**src/design/assert_macros.svh**
```systemverilog
// Assertion macros shared by the cache table RTL.
// Depends on nothing; expects clk and rst_n in the including scope.
`ifndef ASSERT_MACROS_SVH
`define ASSERT_MACROS_SVH

// Same-cycle implication, checked out of reset.
`define ASSERT_IMPL(lbl, ante, cons) \
    lbl: assert property (@(posedge clk) disable iff (!rst_n) (ante) |-> (cons)) \
        else $error("assertion failed");

// Next-cycle implication, checked out of reset.
`define ASSERT_NEXT(lbl, ante, cons) \
    lbl: assert property (@(posedge clk) disable iff (!rst_n) (ante) |=> (cons)) \
        else $error("assertion failed");

`endif

```
**src/design/lfu_pkg.sv**
```systemverilog
// Types and codes for the LFU cache table.
// Depends on nothing; used by lfu_cell and lfu_cache_table.
package lfu_pkg;

    localparam logic [1:0] OP_PUT    = 2'd0;
    localparam logic [1:0] OP_GET    = 2'd1;
    localparam logic [1:0] OP_REMOVE = 2'd2;
    localparam logic [1:0] OP_CLEAR  = 2'd3;

    localparam logic [6:0] CAP_RESET = 7'd64;
    localparam logic [31:0] COUNT_MAX = 32'hFFFF_FFFF;

    typedef enum logic [1:0] {
        ST_IDLE,
        ST_SCAN,
        ST_APPLY
    } state_t;

    typedef struct packed {
        logic [1:0]  operation;
        logic [63:0] lookup_key;
        logic [63:0] store_value;
    } req_t;

    typedef struct packed {
        logic        success;
        logic [63:0] found_value;
        logic        released_valid;
        logic [63:0] released_value;
        logic [6:0]  occupancy;
    } rsp_t;

    // Running search result handed from cell to cell
    typedef struct packed {
        logic        match_found;
        logic [63:0] match_value;
        logic        free_found;
        logic        vict_found;
        logic [31:0] vict_count;
        logic [63:0] vict_stamp;
        logic [63:0] vict_value;
    } carry_t;

    // Update broadcast to all cells
    typedef struct packed {
        logic        clear_all;
        logic        write;
        logic        bump;
        logic        kill;
        logic [63:0] value;
        logic [63:0] stamp;
    } cmd_t;

endpackage

```
**src/design/lfu_cell.sv**
```systemverilog
// One entry of the LFU cache table plus its stage of the search chain.
// Depends on lfu_pkg.
module lfu_cell #(
    parameter int IDX_W    = 6,
    parameter int KEY_BITS = 64,
    parameter int MY_IDX   = 0
) (
    input  logic                 clk,
    input  logic                 rst_n,
    input  logic [KEY_BITS-1:0]  scan_key,
    input  lfu_pkg::carry_t      cin,
    input  logic [IDX_W-1:0]     cin_match_idx,
    input  logic [IDX_W-1:0]     cin_free_idx,
    input  logic [IDX_W-1:0]     cin_vict_idx,
    output lfu_pkg::carry_t      cout,
    output logic [IDX_W-1:0]     cout_match_idx,
    output logic [IDX_W-1:0]     cout_free_idx,
    output logic [IDX_W-1:0]     cout_vict_idx,
    input  lfu_pkg::cmd_t        cmd,
    input  logic [IDX_W-1:0]     cmd_idx
);
    import lfu_pkg::*;

    localparam logic [IDX_W-1:0] SELF = IDX_W'(MY_IDX);

    logic                valid_reg, valid_next;
    logic [KEY_BITS-1:0] key_reg;
    logic [63:0]         value_reg;
    logic [31:0]         count_reg;
    logic [63:0]         stamp_reg;

    carry_t              carry_reg, carry_next;
    logic [IDX_W-1:0]    midx_reg, midx_next;
    logic [IDX_W-1:0]    fidx_reg, fidx_next;
    logic [IDX_W-1:0]    vidx_reg, vidx_next;

    logic hit, better, sel;

    // Fold this entry into the running search result
    always_comb
    begin
        hit    = valid_reg && (key_reg == scan_key);
        better = valid_reg && (!cin.vict_found || (count_reg < cin.vict_count) ||
                 ((count_reg == cin.vict_count) && (stamp_reg < cin.vict_stamp)));
        carry_next = cin;
        midx_next  = cin_match_idx;
        fidx_next  = cin_free_idx;
        vidx_next  = cin_vict_idx;
        if (hit && !cin.match_found)
        begin
            carry_next.match_found = 1'b1;
            carry_next.match_value = value_reg;
            midx_next              = SELF;
        end
        if (!valid_reg && !cin.free_found)
        begin
            carry_next.free_found = 1'b1;
            fidx_next             = SELF;
        end
        if (better)
        begin
            carry_next.vict_found = 1'b1;
            carry_next.vict_count = count_reg;
            carry_next.vict_stamp = stamp_reg;
            carry_next.vict_value = value_reg;
            vidx_next             = SELF;
        end
    end

    // Advance the chain one cell per cycle
    always_ff @(posedge clk)
    begin
        carry_reg <= carry_next;
        midx_reg  <= midx_next;
        fidx_reg  <= fidx_next;
        vidx_reg  <= vidx_next;
    end

    assign cout           = carry_reg;
    assign cout_match_idx = midx_reg;
    assign cout_free_idx  = fidx_reg;
    assign cout_vict_idx  = vidx_reg;

    // Entry valid bit
    assign sel = (cmd_idx == SELF);
    always_comb
    begin
        valid_next = valid_reg;
        if (cmd.clear_all)
            valid_next = 1'b0;
        else if (sel && cmd.write)
            valid_next = 1'b1;
        else if (sel && cmd.kill)
            valid_next = 1'b0;
    end

    always_ff @(posedge clk or negedge rst_n)
    begin
        if (!rst_n)
            valid_reg <= 1'b0;
        else
            valid_reg <= valid_next;
    end

    // Entry payload
    always_ff @(posedge clk)
    begin
        if (sel && cmd.write)
        begin
            key_reg   <= scan_key;
            value_reg <= cmd.value;
            count_reg <= 32'd1;
            stamp_reg <= cmd.stamp;
        end
        else if (sel && cmd.bump)
        begin
            if (count_reg != COUNT_MAX)
                count_reg <= count_reg + 32'd1;
            stamp_reg <= cmd.stamp;
        end
    end

endmodule

```
**config.mk**
```make
export PLATFORM = sky130hd
export DESIGN_NAME = lfu_cell
export DESIGN_NICKNAME = d
export VERILOG_FILES = /design/src/design/assert_macros.svh /design/src/design/lfu_pkg.sv /design/src/design/lfu_cell.sv
export SDC_FILE = /design/constraint.sdc
export NUM_CORES = 1
export LEC_CHECK = 0
export ABC_AREA = 1
export BUFFER_PORTS_ARGS = -buffer_cell sky130_fd_sc_hd__clkbuf_2
export CAP_MARGIN = 20
export CORE_ASPECT_RATIO = 1.25
export CORE_MARGIN = 1
export CORE_UTILIZATION = 25
export CTS_CLUSTER_DIAMETER = 100
export DETAILED_ROUTE_END_ITERATION = 12
export GPL_ROUTABILITY_DRIVEN = 0
export PLACE_DENSITY = 0.52
export SLEW_MARGIN = 30
export SYNTH_ARGS = -nofsm -noshare
export SYNTH_HDL_FRONTEND = slang
export SYNTH_SLANG_ARGS = --single-unit
```
**constraint.sdc**
```tcl
create_clock -name clk -period 1.8 [get_ports clk]
set_input_delay 0.27 -clock clk [delete_from_list [all_inputs] [get_ports clk]]
set_output_delay 0.27 -clock clk [all_outputs]
set_load 0.02 [all_outputs]
```
==> impl_metrics.tcl <==
set metrics [dict create \
    pwr_density_cell_nw_per_um2 745 \
    tns_ns -145.38 \
    synth_flop_cell "dfxtp_1" \
    viasPerCell 4.42 \
    die_y_um 314 \
    drt_iter0_markers 1040 \
    antenna_left 0 \
    final_nets 4081 \
    tightest_slew_ns 0.592 \
    worstSetupStartpointType "flip-flop" \
    final_cells 4634 \
    hold_class "in2reg" \
    worst_slack_ns -0.804 \
    largest_register_ffs 227 \
    crit_required_ns 2.31 \
    synth-async-reset-ratio_pct 0.213 \
    cts_buffer_depth 3 \
    path_class "reg2reg" \
    drcViolationCount 0 \
    ctsRootBufferMaster "clkbuf_16" \
    pin_count 694 \
    synth_common_cells "nand2_1, dfxtp_1, inv_1, edfxtp_1, nand3_1" \
    path_max_fanout 8 \
    max_freq_mhz 384 \
    grt_pass1_wl_mm 118 \
    synth_top_area_share_pct 29.6 \
    insertion_delay_ns 0.63 \
    yosys.area.top_type "edfxtp_1" \
    drive_gt1_share_pct 38.6 \
    hold_depth 7 \
    die_w_um 252 \
    final_util_pct 45.2 \
    grt_overflow 0 \
    hold_viol 0 \
    cts_tree "built" \
    cts.clk_slew.worst_paths_ns 0.06 \
    rr_worst_depth 15 \
    post_drt_wl_per_cell_um 18.9 \
    slew_viol_final 0 \
    crit_path_end_kind "flip-flop" \
    syn-num-nets 2646 \
    dp_hpwl_mm 58.1 \
    syn_area_um2 19500 \
    outcome "finished with violations" \
    slew_headroom_pct 60.5 \
    cp.arrival_ns 3.11 \
    violations "setup timing" \
    synth.area.top_cells "edfxtp_1, dfxtp_1, nand2_1" \
    rsz0062_at_grt "yes" \
    start_util_pct 25.2 \
    pre_cts_ws_ns -1.14 \
    setup_viol_count_final 270 \
    finalCriticalPeriod_ns 2.60 \
    syn_to_final_growth_pct 79.1 \
    antenna_found_initial 12 \
    max_cap_violations 0 \
    synth-edff-count 192 \
    ys_seq_area_share_pct 58.1 \
    power_mw 26.0 \
    avgSynthCellArea_um2 9.28 \
    peakVddDrop_v 0.000664 \
    cts_buffers 52 \
    clkSinkCount 470 \
    dieArea_um2 79100 \
    grt_max_degree 90 \
    io_buffers 693 \
    synth_cell_types 37 \
    rows 114 \
    post-synth-top-count-cell "nand2_1" \
    fin_crit_sh_pct 145 \
    synth_warnings 0 \
    vias 20469 \
    place_inst 4016 \
    skew_ns 0.0175 \
    finalWirelength_mm 87.5 \
    track_usage_pct 19.6 \
    synth_seq_cells 470 \
    dr.pass1.iters 5 \
    grt_pass1_vias 20477 \
    core-area_um2 77300 \
    p_leak_nw 16.6 \
    cts.htree.levels 2 \
    syn_inst 2101 \
]
-- cells in the final DEF, fill, tap and decap left out, types with 14 or more instances in the layout --
master	synthesis	final
a21oi_1	77	62
nand2_4	0	53
clkbuf_2	0	693
inv_1	203	197
xnor2_1	15	15
nand3_2	1	21
ha_4	0	14
edfxtp_1	192	192
nand2_1	659	487
dfxtp_1	277	273
nand2_2	2	118
buf_8	0	19
buf_4	14	224
buf_6	10	38
clkbuf_1	28	16
xor2_1	29	29
o21ai_0	32	25
buf_12	0	27
nand4_1	85	85
a21oi_2	0	15
nand3_1	184	161
nor3_1	22	19
clkbuf_16	0	71
ha_1	96	82
dlygate4sd3_1	0	441
nor2_1	79	62
-- path summary, 6_finish.rpt --
path                       slack (ns)         to           from
max reg2reg                     -0.80  cout[110]  stamp_reg[59]
max in group asynchronous        1.21  valid_reg          rst_n
max                             -0.80  cout[110]  stamp_reg[59]
min reg2reg                      0.50   cout[33]  value_reg[33]
min                              0.18  valid_reg     cmd_idx[1]
min in group asynchronous        0.47  valid_reg          rst_n
-- per-layer routing --
metal	part of all wire [%]	global-route usage, %	up-vias
met1	39	22.4	9610
li1	-	-	9867
met3	6.0	3.75	192
met4	4.3	8.53	2
met2	51	35.4	798
met5	0.013	0	-
-- power breakdown --
part / leakage, nW / switching (mW) / internal, mW
Clock: 0.856 / 4.65 / 6.37
Sequential: 4.07 / 0.157 / 11.4
Combinational: 11.7 / 1.63 / 1.75
Total: 16.6 / 6.44 / 19.6
-- final cells by class --
cell class | count | area [µm²]
Clock buffer | 83 | 1590
Tap cell | 1044 | 1310
Multi-Input combinational cell | 1337 | 8150
Sequential cell | 470 | 11300
Clock inverter | 14 | 163
Antenna cell | 11 | 27.5
Fill cell | 7246 | 42400
Inverter | 204 | 776
Timing Repair Buffer | 1471 | 11600
-- through the flow --
step,area (µm²),hold slack (ns)
detailed placement,26100,0.0470
CTS,33000,0.00297
floorplan,19500,-0.0256
global route,34900,0.208
finish,34900,0.176
global placement,26100,0.0458
-- worst max-delay path, cell delays in order, from the launching register on --
cell,delay (ns)
edfxtp_1,0.41
ha_1,0.33
a21oi_1,0.16
o21ai_1,0.12
nand2_1,0.12
nand3_1,0.12
nor2_2,0.16
nand3_2,0.08
nor2_2,0.15
nand2_4,0.08
nand2_8,0.11
nand2_8,0.13
clkbuf_16,0.23
buf_8,0.15
nand2_1,0.06
nand2_1,0.06
-- cells by family after synthesis --
group,after synthesis,share of synthesized area (%)
AOI/OAI and AO/OA,143,4.07
xor gates and xnor gates,44,1.98
adders and majority gates,96,6.16
buffers and inverters,294,6.56
DFF,470,58.1
and+or+nand+nor,1054,23.1
-- timing repair --
item,in CTS,in global routing
buffers inserted,19,25
endpoints found under the setup margin,269,270
hold buffers,439,2
resized for setup,109,322
gates cloned,7,26
endpoints found under the hold margin,437,2
pin swaps,38,111
Note: power is estimated with default switching activity, not from simulation.
